**src/gcl_pkg.sv**
```systemverilog
package gcl_pkg;

  localparam int MAX_EXTRA_DEF = 1024;

  localparam int CHAR_W  = 32;
  localparam int CODE_W  = 21;
  localparam int SLOT_W  = 10;
  localparam int COUNT_W = 11;
  localparam int IDX_W   = 10;
  localparam int PADDR_W = 3;
  localparam int PDATA_W = 32;

  localparam int BASIC_LO = 32;
  localparam int BASIC_HI = 126;

  // Register indexes on the configuration port
  localparam int REG_FONT_PRESENT = 0;
  localparam int REG_EXTRA_COUNT  = 1;

  typedef enum logic {
    OP_LOOKUP = 1'b0,
    OP_WRITE  = 1'b1
  } op_t;

  typedef enum logic [1:0] {
    KIND_INVALID = 2'd0,
    KIND_BASIC   = 2'd1,
    KIND_EXTRA   = 2'd2,
    KIND_WRITE   = 2'd3
  } kind_t;

  typedef struct packed {
    logic               font_present;
    logic [COUNT_W-1:0] extra_count;
  } cfg_t;

  typedef struct packed {
    logic             valid;
    kind_t            kind;
    logic [IDX_W-1:0] index;
  } res_t;

endpackage

```
**src/gcl_cfg.sv**
```systemverilog
module gcl_cfg (
  input  logic                         clk,
  input  logic                         rst_n,
  input  logic                         psel,
  input  logic                         penable,
  input  logic                         pwrite,
  input  logic [gcl_pkg::PADDR_W-1:0]  paddr,
  input  logic [gcl_pkg::PDATA_W-1:0]  pwdata,
  output logic [gcl_pkg::PDATA_W-1:0]  prdata,
  output gcl_pkg::cfg_t                cfg
);
  import gcl_pkg::*;

  logic               font_r,  font_nxt;
  logic [COUNT_W-1:0] count_r, count_nxt;
  logic               wr_en;
  logic               reg_sel;

  assign wr_en   = psel & penable & pwrite;
  assign reg_sel = paddr[2];

  always_comb begin
    font_nxt  = font_r;
    count_nxt = count_r;
    if (wr_en) begin
      case (reg_sel)
        1'(REG_FONT_PRESENT): font_nxt  = pwdata[0];
        1'(REG_EXTRA_COUNT):  count_nxt = pwdata[COUNT_W-1:0];
        default:              font_nxt  = font_r;
      endcase
    end
  end

  always_ff @(posedge clk) begin
    if (!rst_n) begin
      font_r  <= 1'b0;
      count_r <= '0;
    end else begin
      font_r  <= font_nxt;
      count_r <= count_nxt;
    end
  end

  always_comb begin
    case (reg_sel)
      1'(REG_FONT_PRESENT): prdata = {{(PDATA_W-1){1'b0}}, font_r};
      1'(REG_EXTRA_COUNT):  prdata = {{(PDATA_W-COUNT_W){1'b0}}, count_r};
      default:              prdata = '0;
    endcase
  end

  assign cfg.font_present = font_r;
  assign cfg.extra_count  = count_r;

endmodule

```
**config.mk**
```make
export PLATFORM = sky130hd
export DESIGN_NAME = gcl_cfg
export DESIGN_NICKNAME = d
export VERILOG_FILES = /design/src/gcl_pkg.sv /design/src/gcl_cfg.sv
export SDC_FILE = /design/constraint.sdc
export NUM_CORES = 1
export LEC_CHECK = 0
export BUFFER_PORTS_ARGS = -buffer_cell sky130_fd_sc_hd__clkbuf_2
export CAP_MARGIN = 10
export CORE_ASPECT_RATIO = 0.9
export CORE_MARGIN = 2
export CORE_UTILIZATION = 33
export CTS_CLUSTER_SIZE = 25
export DETAILED_ROUTE_END_ITERATION = 16
export PLACE_DENSITY_LB_ADDON = 0.12
export SYNTH_ARGS = -nofsm -noshare
export SYNTH_HDL_FRONTEND = slang
export SYNTH_SLANG_ARGS = --single-unit
```
**constraint.sdc**
```tcl
create_clock -name clk -period 1.2 [get_ports clk]
set_clock_uncertainty 0.1 [all_clocks]
set_input_delay 0.24 -clock clk [delete_from_list [all_inputs] [get_ports clk]]
set_output_delay 0.24 -clock clk [all_outputs]
set_load 0.01 [all_outputs]
```
==> reports/metrics.yaml <==
status: "complete, but fails checks"
violations: "negative setup slack"
setup_ws_ps: -94.1
stdcell_count: 159
avgViaCountPerCell: 3.97
drive_above_1_share: 0.561
cp.required_ps: 860
yosysSeqAreaShare: 0.323
first_pass_iters: 3
die_area_um2: 2650
p_leak_nw: 0.540
drc: 0
grt_pass1_vias: 532
use_met1: 0.156
period_needed_ps: 1290
synthCells: 87
clk_pin_slew_ps: 70
core_um2: 2160
peakVddDrop_uv: 321
grt_util_met3: 0.0215
rows: 16
p_seq_frac: 0.521
dp.cells: 151
cts_max_path_buffers: 2
die_w_um: 54.0
netlist_area_um2: 743
crit_type: "flip-flop to output pin"
clk_latency_ps: 260
antenna_found_initial: 0
grt_busiest_layer: "met2"
num_antenna_cells: 0
grt_usage: 0.117
hp-class: "input port to flip-flop"
r2r_end: "count_r[4]"
reg2reg_depth: 3
ys_ff_latch: 12
totalWireLength_um: 1580
synth_area_per_cell_um2: 8.54
wl_per_cell_um: 9.92
layout.nets: 174
final_hold_viol_count: 0
timing.rr.start: "count_r[4]"
fin_util: 0.477
max_freq_mhz: 773
drt_iter0_drc: 4
clkSinkCount: 12
hold_end: "count_r[4]"
ios: 84
slew_viol_final: 0
rsz0062_at_grt: "true"
htree_levels: 1
clockRootBuffer: "clkbuf_4"
setup_tns_ps: -94.1
yosysWarnings: 0
synthDistinctLibCells: 12
cts-buffers-inserted: 3
ant_nets: 0
cts_tree: "yes"
p_comb_frac: 0.186
period_share: 1.08
rrSetupSlack_ps: 420
grt_max_degree: 15
gp_congestion: 0.687
min_path_cells: 3
finalSetupViolCount: 1
met2_usage: 0.169
portBuffers: 39
dr_total_vias: 632
power.internal_w: 0.000587
die_h_um: 49.0
min_from: "pwdata[4]"
cp_max_fo: 2
switchingPower_w: 0.000207
gr-total-overflow: 0
hold_slack_ps: 95.0
max_cap_violations: 0
clock_power_share: 0.293
hpwlAfterDp_um: 1150
p_per_area_nw_per_um2: 770
grt_pass1_wl_um: 2240
critPathArrivalTime_ps: 950
pre_cts_slack_ps: 38.1
netSwitchingFraction: 0.261
end_kind: "output pin"
startpoint_type: "flip-flop"
area_growth_pct: 38.9
initial_utilization: 0.344
## layout make-up
| type | count | area (um^2) |
|---|---|---|
| fillers | 246 | 1130 |
| multi-input cells | 69 | 402 |
| repair buffers | 48 | 319 |
| flip-flops and latches | 12 | 255 |
| well taps | 27 | 33.8 |
| clock buffers | 3 | 22.5 |
## cells in the mapped netlist, drive strengths merged
master   n  share of area
mux2i   12           0.16
nand4b   1          0.012
dfxtp   12           0.32
clkbuf   1         0.0050
conb     1         0.0050
mux2     1          0.015
buf     25           0.26
nand2   23           0.12
and4     1          0.015
and2    10          0.084
## worst max-delay path, cell delays in order, from the launching register on
cell and delay [ps]:
dfxtp_2 320, mux2_2 250, clkbuf_2 120
## placed cells by master (no fill, tap or decap), drive strengths merged
master	count
clkbuf	33
nand2	23
conb	21
buf	18
mux2i	12
dfxtp	12
and2	10
mux2	1
and4	1
nand4b	1
## power by group through the flow
stage                     combinational, W  sequential (W)  clock, W
after floorplan                   0.000127        0.000425         0
after global placement            0.000132        0.000422         0
after detailed placement          0.000132        0.000422         0
after CTS                         0.000135        0.000413  0.000247
after global routing              0.000165        0.000415  0.000262
final                             0.000147        0.000414  0.000233
## sequential cells by signal (all words and copies together) (netlist names)
| signal | count |
|---|---|
| count_r | 11 |
| font_r | 1 |
## repair_timing
action                     in CTS  in global routing
gates resized for setup         9                 30
setup endpoints to repair       8                 10
buffers inserted                2                  3
gates cloned                    0                  0
hold buffers                    0                  0
## worst max-delay path by stage
stage | to | slack [ps] | cells after the start | startpoint
after floorplan | prdata[0] | 240 | 1 | count_r[0]
after global placement | prdata[0] | 30 | 3 | paddr[2]
after detailed placement | prdata[0] | 40 | 3 | paddr[2]
after CTS | prdata[0] | -110 | 2 | count_r[0]
after global routing | prdata[0] | -120 | 2 | count_r[0]
final | prdata[0] | -90 | 2 | count_r[0]
## routing by layer
layer | vias to the layer above | wire [um] | share of wire
met4 | 0 | 19 | 0.012
li1 | 322 | - | -
met5 | - | 0 | 0
met3 | 2 | 137 | 0.087
met2 | 31 | 770 | 0.49
met1 | 277 | 650 | 0.41
## through the flow
| step | power (W) | instance area, um^2 |
|---|---|---|
| floorplan | 0.000552 | 818 |
| global placement | 0.000553 | 878 |
| detailed placement | 0.000554 | 878 |
| CTS | 0.000795 | 927 |
| global route | 0.000843 | 1030 |
| finish | 0.000795 | 1030 |
## logic make-up after synthesis
logic type | after synthesis | share of synthesized area
other | 1 | 0.00505
multiplexers | 13 | 0.177
AND/OR/NAND/NOR | 35 | 0.227
buffers and inverters | 26 | 0.268
flip-flops | 12 | 0.323
Note: power is estimated with default switching activity, not from simulation.
