File: config.mk
export PLATFORM = sky130hd
export DESIGN_NAME = gcl_seq_flat
export DESIGN_NICKNAME = d
export VERILOG_FILES = /design/src/gcl_pkg.sv /design/src/gcl_if.sv /design/src/gcl_seq.sv /design/src/flat_wrapper.sv
export SDC_FILE = /design/constraint.sdc
export NUM_CORES = 1
export LEC_CHECK = 0
export ABC_CLOCK_PERIOD_IN_PS = 5800
export BUFFER_PORTS_ARGS = -buffer_cell sky130_fd_sc_hd__buf_2
export CAP_MARGIN = 5
export CORE_AREA = 5 5 109 111
export DETAILED_ROUTE_END_ITERATION = 12
export DIE_AREA = 0 0 114 116
export PLACE_DENSITY = 0.88
export SYNTH_ARGS = -nofsm -noshare
export SYNTH_HDL_FRONTEND = slang
export SYNTH_SLANG_ARGS = --single-unit
File: constraint.sdc
create_clock -name clk -period 5.8 [get_ports clk]
set_input_delay 0 -clock clk [delete_from_list [all_inputs] [get_ports clk]]
set_output_delay 0 -clock clk [all_outputs]
set_load 0.01 [all_outputs]
File: src/gcl_pkg.sv
package gcl_pkg;

  localparam int MAX_EXTRA_DEF = 1024;

  localparam int CHAR_W  = 32;
  localparam int CODE_W  = 21;
  localparam int SLOT_W  = 10;
  localparam int COUNT_W = 11;
  localparam int IDX_W   = 10;
  localparam int PADDR_W = 3;
  localparam int PDATA_W = 32;

  localparam int BASIC_LO = 32;
  localparam int BASIC_HI = 126;

  // Register indexes on the configuration port
  localparam int REG_FONT_PRESENT = 0;
  localparam int REG_EXTRA_COUNT  = 1;

  typedef enum logic {
    OP_LOOKUP = 1'b0,
    OP_WRITE  = 1'b1
  } op_t;

  typedef enum logic [1:0] {
    KIND_INVALID = 2'd0,
    KIND_BASIC   = 2'd1,
    KIND_EXTRA   = 2'd2,
    KIND_WRITE   = 2'd3
  } kind_t;

  typedef struct packed {
    logic               font_present;
    logic [COUNT_W-1:0] extra_count;
  } cfg_t;

  typedef struct packed {
    logic             valid;
    kind_t            kind;
    logic [IDX_W-1:0] index;
  } res_t;

endpackage

File: src/gcl_if.sv
interface gcl_in_if;
  import gcl_pkg::*;

  logic              valid;
  logic              ready;
  logic              operation;
  logic [CHAR_W-1:0] char_code;
  logic [SLOT_W-1:0] slot;

  modport source (output valid, output operation, output char_code, output slot,
                  input ready);
  modport sink   (input valid, input operation, input char_code, input slot,
                  output ready);
endinterface


File: src/gcl_seq.sv
module gcl_seq #(
  parameter  int MAX_EXTRA = gcl_pkg::MAX_EXTRA_DEF,
  localparam int AW        = (MAX_EXTRA > 1) ? $clog2(MAX_EXTRA) : 1
) (
  input  logic                       clk,
  input  logic                       rst_n,
  gcl_in_if.sink                     in_ch,
  input  gcl_pkg::cfg_t              cfg,
  output logic                       tbl_we,
  output logic [AW-1:0]              tbl_waddr,
  output logic [gcl_pkg::CODE_W-1:0] tbl_wdata,
  output logic [AW-1:0]              tbl_raddr,
  input  logic [gcl_pkg::CODE_W-1:0] tbl_rdata,
  output gcl_pkg::res_t              res,
  input  logic                       res_take
);
  import gcl_pkg::*;

  typedef enum logic [4:0] {
    S_IDLE     = 5'b00001,
    S_PROBE    = 5'b00010,
    S_PROBE_LO = 5'b00100,
    S_PROBE_HI = 5'b01000,
    S_DONE     = 5'b10000
  } state_t;

  state_t            state_r, state_nxt;
  logic [AW-1:0]     lo_r, lo_nxt;
  logic [AW-1:0]     hi_r, hi_nxt;
  logic [AW-1:0]     mid_r, mid_nxt;
  logic [CODE_W-1:0] code_r, code_nxt;
  kind_t             kind_r, kind_nxt;
  logic [IDX_W-1:0]  idx_r, idx_nxt;

  logic              accept;
  logic [31:0]       cnt32;
  logic [31:0]       hi0_full;
  logic [AW-1:0]     hi0;
  logic [AW-1:0]     mid0;
  logic [31:0]       slot32;
  logic              slot_ok;
  logic [CHAR_W-1:0] basic_off;

  // Shared compare unit and next-bound logic
  logic              eq;
  logic              lt;
  logic [AW-1:0]     nlo;
  logic [AW-1:0]     nhi;
  logic [AW:0]       nsum;
  logic [AW-1:0]     nmid;
  logic              adj;
  logic [AW-1:0]     hit_pos;
  logic [31:0]       hit32;

  assign accept = in_ch.valid & in_ch.ready;

  assign cnt32    = (32'(cfg.extra_count) > 32'(MAX_EXTRA)) ? 32'(MAX_EXTRA)
                                                             : 32'(cfg.extra_count);
  assign hi0_full = cnt32 - 32'd1;
  assign hi0      = hi0_full[AW-1:0];
  assign mid0     = hi0 >> 1;

  assign slot32    = 32'(in_ch.slot);
  assign slot_ok   = slot32 < 32'(MAX_EXTRA);
  assign basic_off = in_ch.char_code - CHAR_W'(BASIC_LO);

  assign eq   = tbl_rdata == code_r;
  assign lt   = code_r < tbl_rdata;
  assign nlo  = lt ? lo_r : mid_r;
  assign nhi  = lt ? mid_r : hi_r;
  assign nsum = {1'b0, nlo} + {1'b0, nhi};
  assign nmid = nsum[AW:1];
  assign adj  = ({1'b0, nlo} + (AW+1)'(1)) == {1'b0, nhi};

  assign tbl_waddr = slot32[AW-1:0];
  assign tbl_wdata = in_ch.char_code[CODE_W-1:0];

  always_comb begin
    case (state_r)
      S_PROBE_LO: hit_pos = lo_r;
      S_PROBE_HI: hit_pos = hi_r;
      default:    hit_pos = mid_r;
    endcase
  end
  assign hit32 = 32'(hit_pos);

  always_comb begin
    state_nxt = state_r;
    lo_nxt    = lo_r;
    hi_nxt    = hi_r;
    mid_nxt   = mid_r;
    code_nxt  = code_r;
    kind_nxt  = kind_r;
    idx_nxt   = idx_r;
    tbl_we    = 1'b0;
    tbl_raddr = mid_r;

    case (state_r)
      S_IDLE: begin
        tbl_raddr = mid0;
        if (accept) begin
          state_nxt = S_DONE;
          idx_nxt   = '0;
          if (in_ch.operation == OP_WRITE) begin
            tbl_we   = slot_ok;
            kind_nxt = KIND_WRITE;
          end else if (!cfg.font_present || in_ch.char_code < CHAR_W'(BASIC_LO)) begin
            kind_nxt = KIND_INVALID;
          end else if (in_ch.char_code <= CHAR_W'(BASIC_HI)) begin
            kind_nxt = KIND_BASIC;
            idx_nxt  = basic_off[IDX_W-1:0];
          end else if (in_ch.char_code[CHAR_W-1:CODE_W] != '0 || cnt32 == 32'd0) begin
            kind_nxt = KIND_INVALID;
          end else begin
            // First probe address goes to the table this edge
            lo_nxt    = '0;
            hi_nxt    = hi0;
            mid_nxt   = mid0;
            code_nxt  = in_ch.char_code[CODE_W-1:0];
            state_nxt = S_PROBE;
          end
        end
      end

      S_PROBE: begin
        if (eq) begin
          kind_nxt  = KIND_EXTRA;
          idx_nxt   = hit32[IDX_W-1:0];
          state_nxt = S_DONE;
        end else if (lo_r == hi_r) begin
          kind_nxt  = KIND_INVALID;
          idx_nxt   = '0;
          state_nxt = S_DONE;
        end else begin
          lo_nxt  = nlo;
          hi_nxt  = nhi;
          mid_nxt = nmid;
          if (adj) begin
            tbl_raddr = nlo;
            state_nxt = S_PROBE_LO;
          end else begin
            tbl_raddr = nmid;
          end
        end
      end

      S_PROBE_LO: begin
        tbl_raddr = hi_r;
        if (eq) begin
          kind_nxt  = KIND_EXTRA;
          idx_nxt   = hit32[IDX_W-1:0];
          state_nxt = S_DONE;
        end else begin
          state_nxt = S_PROBE_HI;
        end
      end

      S_PROBE_HI: begin
        state_nxt = S_DONE;
        if (eq) begin
          kind_nxt = KIND_EXTRA;
          idx_nxt  = hit32[IDX_W-1:0];
        end else begin
          kind_nxt = KIND_INVALID;
          idx_nxt  = '0;
        end
      end

      S_DONE: begin
        if (res_take) begin
          state_nxt = S_IDLE;
        end
      end

      default: state_nxt = S_IDLE;
    endcase
  end

  always_ff @(posedge clk) begin
    if (!rst_n) begin
      state_r <= S_IDLE;
    end else begin
      state_r <= state_nxt;
    end
  end

  always_ff @(posedge clk) begin
    lo_r   <= lo_nxt;
    hi_r   <= hi_nxt;
    mid_r  <= mid_nxt;
    code_r <= code_nxt;
    kind_r <= kind_nxt;
    idx_r  <= idx_nxt;
  end

  assign in_ch.ready = state_r == S_IDLE;
  assign res.valid   = state_r == S_DONE;
  assign res.kind    = kind_r;
  assign res.index   = idx_r;

endmodule

File: src/flat_wrapper.sv
// flat-port wrapper written by rule: the top's interface ports become plain ports
module gcl_seq_flat import gcl_pkg::*;
#(
  parameter  int MAX_EXTRA = gcl_pkg::MAX_EXTRA_DEF,
  localparam int AW        = (MAX_EXTRA > 1) ? $clog2(MAX_EXTRA) : 1
)
  (clk, rst_n, cfg, tbl_we, tbl_waddr, tbl_wdata, tbl_raddr, tbl_rdata, res, res_take, in_ch_valid, in_ch_operation, in_ch_char_code, in_ch_slot, in_ch_ready);
  gcl_in_if in_ch_i ();
  input  logic clk;
  input  logic rst_n;
  input  gcl_pkg::cfg_t cfg;
  output logic tbl_we;
  output logic [AW-1:0] tbl_waddr;
  output logic [gcl_pkg::CODE_W-1:0] tbl_wdata;
  output logic [AW-1:0] tbl_raddr;
  input  logic [gcl_pkg::CODE_W-1:0] tbl_rdata;
  output gcl_pkg::res_t res;
  input  logic res_take;
  input wire logic [$bits(in_ch_i.valid)-1:0] in_ch_valid;
  input wire logic [$bits(in_ch_i.operation)-1:0] in_ch_operation;
  input wire logic [$bits(in_ch_i.char_code)-1:0] in_ch_char_code;
  input wire logic [$bits(in_ch_i.slot)-1:0] in_ch_slot;
  output wire logic [$bits(in_ch_i.ready)-1:0] in_ch_ready;
  assign in_ch_i.valid = in_ch_valid;
  assign in_ch_i.operation = in_ch_operation;
  assign in_ch_i.char_code = in_ch_char_code;
  assign in_ch_i.slot = in_ch_slot;
  assign in_ch_ready = in_ch_i.ready;
  gcl_seq #(.MAX_EXTRA(MAX_EXTRA)) u_core (.clk(clk), .rst_n(rst_n), .in_ch(in_ch_i), .cfg(cfg), .tbl_we(tbl_we), .tbl_waddr(tbl_waddr), .tbl_wdata(tbl_wdata), .tbl_raddr(tbl_raddr), .tbl_rdata(tbl_rdata), .res(res), .res_take(res_take));
endmodule
==> flow_summary.toml, run 1 <==
[outcome]
status = "finished, final reports clean"

[synthesis]
yosys.area.top_type = "edfxtp_1"
synthesis.area_um2 = 5800
synth_warnings = 0
synth.top_cell.area_share_pct = 32.6
yosysMostFrequentCell = "nand2_1"
synth_seq_cells = 68
synth_ff_type = "edfxtp_1"
synthArstFlopShare_pct = 0
syn_avg_cell_area_um2 = 8.68
synth_common_cells = "nand2_1 (105), edfxtp_1 (63), nor2_1 (51)"
ys_top_cells_by_area = "edfxtp_1 (33%), ha_1 (7.6%), nand2_1 (6.8%), buf_4 (4.0%), xnor2_1 (3.9%)"
synth_cell_types = 73
ys_seq_area_share_pct = 34.3
postSynthCellCount = 668
synthesis.nets = 783
synth-edff-count = 63

[worst_setup_path]
arrival_ns = 5.35
startpoint_type = "flip-flop"
critPathCaptureType = "output pin"
worstPathMaxFanout = 23
cp_data_required_time_ns = 5.80
crit_type = "flip-flop to output pin"

[routing]
wl_per_cell_um = 18.8
drt_iter0_markers = 574
ant_nets = 0
drcViolationCount = 0
wirelength_mm = 17.2
dr.pass1.iters = 5
vias_per_cell = 6.16
vias = 5639

[sta]
relSlewSlack_pct = 42.4
setup_viol = 0
finalCriticalPeriod_ns = 5.35
tightestPinTransition_ns = 0.861
hold_violations = 0
tns_ns = 0
skew_ns = 0.0125
setup_ws_ns = 0.447
timing.fmax_ghz = 0.187
drv_slew = 0
min_period_over_period_pct = 92.3
rsz0062_at_grt = "false"

[placement]
portBuffers = 115
hpwlAfterDp_mm = 12.4
gp_congestion = 0.965
post-place-ws_ns = 0.866

[floorplanning]
boundaryPins = 136
die_w_um = 114
die_h_um = 116
start_util_pct = 54.2
dieArea_um2 = 13200
core_um2 = 10700
rows = 38

[clock_tree]
clockRootBuffer = "clkbuf_8"
clk_latency_ns = 0.36
post_cts_buffers = 0
clk_pin_slew_ns = 0.07
cts_tree = "yes"
htreeDepth = 3
numCtsBuffers = 9
clock_path_buffers = 2
cts.sinks = 68

[worst_hold_path]
hp-class = "input pin to output pin"

[layout]
final_nets = 885
drive_gt1_share_pct = 21.0
fill_cells = 918
syn2layout_area_growth_pct = 16.3
multiInputGateArea_um2 = 3340
regArea_um2 = 1990
num_antenna_cells = 0

[grt]
gr-total-overflow = 0
grt_max_degree = 28
grt_pass1_wl_mm = 27.1
antenna_found_initial = 0
track_usage_pct = 25.8
grt_pass1_vias = 5429

[pwr]
leakage_nw = 2.96
ir_worst_vdd_uv = 126
power_w = 0.00132
powerDensity_nw_per_um2 = 196

[run]
maxCapViolCount = 0
[final timing paths]
kind | from | end | cells past startpoint | slack, ns
setup / recovery | u_core.code_r[12]$_DFFE_PP_ | tbl_raddr[1] | 20 | 0.45
hold / removal | in_ch_slot[2] | tbl_waddr[2] | 0 | 0.000004
setup reg to reg | u_core.code_r[12]$_DFFE_PP_ | u_core.state_r[1]$_SDFFE_PN0P_ | 19 | 1.07
hold reg to reg | u_core.state_r[4]$_SDFFE_PN0P_ | u_core.state_r[0]$_SDFFE_PN1P_ | 3 | 0.85
[routing by layer]
layer	up-vias	share of wire, %	GRT usage, %
met4	0	2.7	10.3
met1	2593	38	32.0
met2	387	47	43.2
met5	-	0	0
met3	54	13	6.37
li1	2605	-	-
[layout by cell type, fill, tap and decap left out, types with 5 or more instances in the layout]
master         count
buf_2            115
nand2_1          105
edfxtp_1          63
nor2_1            51
a21oi_1           41
inv_1             38
ha_1              35
o21ai_0           26
xnor2_1           26
dlygate4sd3_1     25
nand3_1           17
xor2_1            14
and3_1            13
mux2i_1           12
nor4_1            12
clkbuf_8          11
nor3_1            10
and2_1            10
a22o_1            10
nor2b_1            9
o21a_1             8
buf_4              8
nand4_1            7
o22ai_1            6
a31oi_1            6
o21ai_1            5
dfxtp_1            5
[through the flow]
step,area (µm²),instances,utilization [%],hold slack [ns]
after floorplan,5800,668,-,0.0918
after global placement,6280,874,58.7,0.0000686
after detailed placement,6280,874,58.7,0.0000686
after CTS,6750,915,63.1,0.0000686
after global routing,6750,915,63.1,0.0000241
final,6750,915,63.1,0.00000392
[power breakdown]
group          internal (W)  total [W]  switching [W]
logic              0.000139   0.000334       0.000195
registers          0.000557   0.000563     0.00000645
clock network      0.000223   0.000423       0.000200
[layout make-up]
type / count / area share (%)
timing repair buffer: 148 / 13.1
multi-input combinational: 505 / 49.5
clock inverter: 5 / 0.872
sequential: 68 / 29.5
tap: 140 / 2.60
inverter: 38 / 2.11
clock buffer: 11 / 2.24
[repair_timing]
action                                 in CTS  in global routing
hold buffers                               25                  0
gates resized for setup                     0                  0
endpoints found under the hold margin      31                  0
[sequential cells by signal, indices dropped and copies added, names as in the netlist]
register / count
u_core.code_r: 21
u_core.hi_r: 10
u_core.kind_r: 2
u_core.state_r: 5
u_core.lo_r: 10
u_core.mid_r: 10
u_core.idx_r: 10
[kinds of logic after synthesis]
family                     Yosys count  share of synthesized area [%]
AOI/OAI and AO/OA                  152                           18.2
and+or+nand+nor                    260                           22.0
muxes                               17                           3.04
xor gates and xnor gates            41                           6.43
buffers and inverters               95                           8.41
adders and majority gates           35                           7.55
DFF                                 68                           34.3
[critical path, stage by stage, from the launching register on]
cell	delay, ns
edfxtp_1	0.39
ha_1	0.33
nand4_1	0.11
or4_4	0.60
a211oi_4	0.41
nor3_2	0.09
buf_4	0.23
a21oi_1	0.24
inv_1	0.07
ha_1	0.27
xor2_1	0.27
xnor2_1	0.16
nand2_1	0.09
a311oi_1	0.25
a311oi_1	0.09
a21oi_2	0.16
nor3b_2	0.25
nand4b_4	0.26
mux2_1	0.38
o21ai_1	0.18
buf_2	0.18
No activity file was read; power rests on OpenSTA's default activity.
==> run 2, diff against run 1 <==
Settings changed: RECOVER_POWER set to 25, REMOVE_ABC_BUFFERS set to 1.
==> flow_summary.toml, run 2 (same netlist as run 1, synthesis figures left out) <==
[layout]
num_antenna_cells = 0
top_register = "u_core.code_r"
final_cell_mix = "nand2_1 (105), buf_2 (79), edfxtp_1 (63)"
fill_cells = 908
final_common_cell = "nand2_1"
largest_reg_flops = 21
regArea_um2 = 1990
drive_gt1_share_pct = 16.4
syn2layout_area_growth_pct = 15.7
multiInputGateArea_um2 = 3350
final_nets = 886

[floorplanning]
rows = 38
dieArea_um2 = 13200
core_um2 = 10700
die_w_um = 114
boundaryPins = 136
die_h_um = 116
start_util_pct = 54.2

[clock_tree]
clk_pin_slew_ns = 0.08
clk_latency_ns = 0.36
clockRootBuffer = "clkbuf_8"
htreeDepth = 3
cts_tree = "yes"
numCtsBuffers = 9
clock_path_buffers = 2
cts.sinks = 68

[routing]
wl_per_cell_um = 18.8
wirelength_mm = 17.2
drcViolationCount = 0
dr.pass1.iters = 5
ant_nets = 0
vias_per_cell = 6.17
vias = 5648
drt_iter0_markers = 626
routed.top_layer = "met4"
wl_met2_mm = 7.80
wl_met3_mm = 2.14
route.layer.met1.wl_mm = 6.65

[pwr]
leakage_nw = 2.86
powerDensity_nw_per_um2 = 195
ir_worst_vdd_uv = 98.6

[sta]
hold_violations = 0
timing.fmax_ghz = 0.187
min_period_over_period_pct = 92.0
drv_slew = 0
setup_ws_ns = 0.463
rsz0062_at_grt = "false"
tightestPinTransition_ns = 0.825
relSlewSlack_pct = 44.9
setup_viol = 0
finalCriticalPeriod_ns = 5.34
tns_ns = 0
skew_ns = 0.0153

[worst_setup_path]
reg2reg_from = "u_core.code_r[17]$_DFFE_PP_"
r2r_slack_ns = 1.10
crit_chain = "ha_1 > a21oi_1 > o211ai_1 > a221o_1 > nor3_4 > nor2_1 > a21oi_1 > inv_1 > ha_1 > xor2_1 > xnor2_1 > nand2_1 > a311oi_1 > a311oi_1 > a21oi_2 > nor3b_2 > nand4b_4 > mux2_1 > o31ai_2 > buf_2"
r2r_end = "u_core.mid_r[8]$_DFFE_PP_"
arrival_ns = 5.34
startpoint_type = "flip-flop"
worstPathMaxFanout = 11
critPathCaptureType = "output pin"
cp_data_required_time_ns = 5.80
crit_type = "flip-flop to output pin"
rr_worst_depth = 16
crit_family = "compound AO/OA/AOI/OAI gates"
critPathMaxStageDelay_ns = 0.50
crit_buf_inv = 2
cpMaxStageDelayCell = "a221o_1"

[placement]
portBuffers = 115
hpwlAfterDp_mm = 12.4
post-place-ws_ns = 0.754
gp_congestion = 0.976

[grt]
grt_pass1_wl_mm = 26.6
gr-total-overflow = 0
track_usage_pct = 25.3
grt_max_degree = 31
grt_pass1_vias = 5329
antenna_found_initial = 0

[outcome]
status = "finished, final reports clean"

[worst_hold_path]
holdPathStages = 0
min_from = "in_ch_slot[0]"
hp-class = "input pin to output pin"
min_to = "tbl_waddr[0]"

[run]
maxCapViolCount = 0
run 2: changes by cell type in the layout (fill, tap and decap cells not counted), sizes merged:
cell / delta
buf: -36
clkbuf: +35
clkinv: +2
dlygate4sd3: +1
inv: -1
run 2: per-layer routing:
metal,vias up,GRT usage (%)
met1,2615,31.9
met4,0,9.90
met5,-,0
met3,52,6.68
li1,2609,-
met2,372,41.4
run 2: layout make-up:
class	count	share of cell area (%)
multi-input cells	505	49.9
clock buffers	10	2.05
flip-flops and latches	68	29.7
clock inverters	6	0.951
repair buffers	149	12.7
well taps	140	2.61
inverters	38	2.13
run 2: repair_timing:
action | in CTS | in global routing
buffers inserted | 0 | 0
endpoints found under the hold margin | 31 | 0
gates resized for setup | 0 | 1
hold buffers | 26 | 0
endpoints found under the setup margin | 0 | 3
run 2: worst reg2reg max path, cell delays in order, from the launching register on:
cell,delay [ns]
edfxtp_1,0.37
ha_1,0.32
a21oi_1,0.15
o211ai_1,0.15
a221o_1,0.50
nor3_4,0.49
buf_4,0.30
mux2i_1,0.40
inv_1,0.09
ha_1,0.26
or2_2,0.32
a21o_1,0.16
a21oi_1,0.20
o311ai_0,0.20
a21oi_1,0.21
xor2_1,0.21
a21boi_0,0.11
run 2: how the worst max path moves through the flow:
| stage | depth (start not counted) | startpoint | slack [ns] | end |
|---|---|---|---|---|
| floorplan | 19 | u_core.code_r[17]$_DFFE_PP_ | 1.07 | tbl_raddr[5] |
| global placement | 20 | u_core.code_r[17]$_DFFE_PP_ | 0.98 | tbl_raddr[5] |
| detailed placement | 20 | u_core.code_r[17]$_DFFE_PP_ | 0.75 | tbl_raddr[5] |
| CTS | 20 | u_core.code_r[17]$_DFFE_PP_ | 0.35 | tbl_raddr[5] |
| global route | 20 | u_core.code_r[17]$_DFFE_PP_ | 0.18 | tbl_raddr[5] |
| finish | 20 | u_core.code_r[17]$_DFFE_PP_ | 0.46 | tbl_raddr[5] |
run 2: stage by stage:
step                      total power [W]  std cells  cell area, µm²  hold WS (ns)  utilization [%]
after detailed placement         0.000891        874            6280      0.000129             58.7
after floorplan                  0.000755        611            5450             0                -
final                             0.00131        916            6710     0.0000862             62.7
after global placement           0.000885        874            6280      0.000129             58.7
after global routing              0.00136        916            6710     0.0000749             62.7
after CTS                         0.00130        916            6750      0.000129             63.1
run 2: where the power goes:
group          switching, W  leakage (nW)  internal, W  total, W
clock              0.000198        0.0983     0.000209  0.000407
sequential       0.00000749         0.647     0.000556  0.000564
combinational      0.000197          2.12     0.000138  0.000335
==> run 3, diff against run 2 <==
Settings changed: CTS_BUF_LIST set to sky130_fd_sc_hd__clkbuf_16.
==> flow_summary.toml, run 3 (same netlist as run 1, synthesis figures left out) <==
[outcome]
status = "finished, final reports clean"

[clock_tree]
htreeDepth = 3
clk_pin_slew_ns = 0.06
cts_tree = "yes"
clock_path_buffers = 2
post_cts_buffers = 0
clk_latency_ns = 0.33
numCtsBuffers = 9
cts.sinks = 68
clockRootBuffer = "clkbuf_16"

[floorplanning]
die_h_um = 116
boundaryPins = 136
dieArea_um2 = 13200
start_util_pct = 54.2
core_um2 = 10700
die_w_um = 114
rows = 38

[worst_setup_path]
crit_family = "compound AO/OA/AOI/OAI gates"
worstPathMaxFanout = 11
crit_buf_inv = 2
r2r_slack_ns = 1.12
cpMaxStageDelayCell = "a221o_1"
startpoint_type = "flip-flop"
arrival_ns = 5.29
crit_type = "flip-flop to output pin"
crit_chain = "ha_1 > a21oi_1 > o211ai_1 > a221o_1 > nor3_4 > nor2_1 > a21oi_1 > inv_1 > ha_1 > xor2_1 > xnor2_1 > nand2_1 > a311oi_1 > a311oi_1 > a21oi_2 > nor3b_2 > nand4b_4 > mux2_1 > o31ai_2 > buf_2"
critPathMaxStageDelay_ns = 0.50
critPathCaptureType = "output pin"
cp_data_required_time_ns = 5.80

[routing]
dr.pass1.iters = 7
vias = 5650
wirelength_mm = 17.1
drcViolationCount = 0
drt_iter0_markers = 649
ant_nets = 0
vias_per_cell = 6.19
wl_per_cell_um = 18.8

[pwr]
leakage_nw = 2.89
powerDensity_nw_per_um2 = 212
power_w = 0.00144
ir_worst_vdd_uv = 152

[sta]
drv_slew = 0
finalCriticalPeriod_ns = 5.29
setup_viol = 0
relSlewSlack_pct = 45.4
skew_ns = 0.00813
tns_ns = 0
min_period_over_period_pct = 91.2
rsz0062_at_grt = "false"
tightestPinTransition_ns = 0.817
timing.fmax_ghz = 0.189
hold_slack_ns = 0.0000862
hold_violations = 0

[grt]
track_usage_pct = 25.2
antenna_found_initial = 0
gr-total-overflow = 0
grt_max_degree = 31
met1_usage_pct = 32.0
grt_pass1_vias = 5356
use_met2_pct = 41.4
use_met3_pct = 6.68
grt_pass1_wl_mm = 26.6
grt-busiest-layer = "met2"

[layout]
top_register = "u_core.code_r"
num_antenna_cells = 0
largest_reg_flops = 21
final_cell_mix = "nand2_1 (105), buf_2 (79), edfxtp_1 (63)"
drive_gt1_share_pct = 16.3
final_nets = 883
final_common_cell = "nand2_1"
syn2layout_area_growth_pct = 16.7

[worst_hold_path]
hp-class = "input pin to output pin"

[run]
maxCapViolCount = 0

[placement]
gp_congestion = 0.976
hpwlAfterDp_mm = 12.4
portBuffers = 115
run 3: path summary, 6_finish.rpt:
check | from | to | cells past startpoint
worst max-delay path | u_core.code_r[14]$_DFFE_PP_ | tbl_raddr[5] | 20
worst min-delay path | in_ch_slot[0] | tbl_waddr[0] | 0
worst max register to register | u_core.code_r[14]$_DFFE_PP_ | u_core.mid_r[8]$_DFFE_PP_ | 16
worst min register to register | u_core.mid_r[0]$_DFFE_PP_ | u_core.idx_r[0]$_DFFE_PP_ | 2
run 3: layer usage:
metal / vias up / share of wire, %
met5: - / 0
met4: 0 / 3.5
met3: 57 / 12
met2: 395 / 45
met1: 2590 / 40
li1: 2608 / -
run 3: repair_timing:
item                                   4_1_cts  5_1_grt
hold buffers                                23        0
endpoints found under the hold margin       26        0
setup endpoints to repair                    0        1
resized for setup                            0        1
run 3: power breakdown:
group / leakage [nW] / internal (W) / switching (W)
sequential: 0.647 / 0.000557 / 0.00000744
clock: 0.139 / 0.000330 / 0.000212
combinational: 2.10 / 0.000135 / 0.000196
run 3: area by class of cell:
type	instances	area, µm²
Sequential cell	68	1990
Inverter	38	143
Tap cell	140	175
Timing Repair Buffer	146	821
Clock inverter	7	67.6
Fill cell	894	3930
Clock buffer	9	225
Multi-Input combinational cell	505	3350
run 3: through the flow:
step | instances | cell area, µm² | setup slack (ns) | utilization, %
finish | 913 | 6770 | 0.510 | 63.3
global route | 913 | 6770 | 0.216 | 63.3
CTS | 913 | 6810 | 0.382 | 63.6
detailed placement | 874 | 6280 | 0.754 | 58.7
global placement | 874 | 6280 | 0.979 | 58.7
floorplan | 611 | 5450 | 1.07 | -
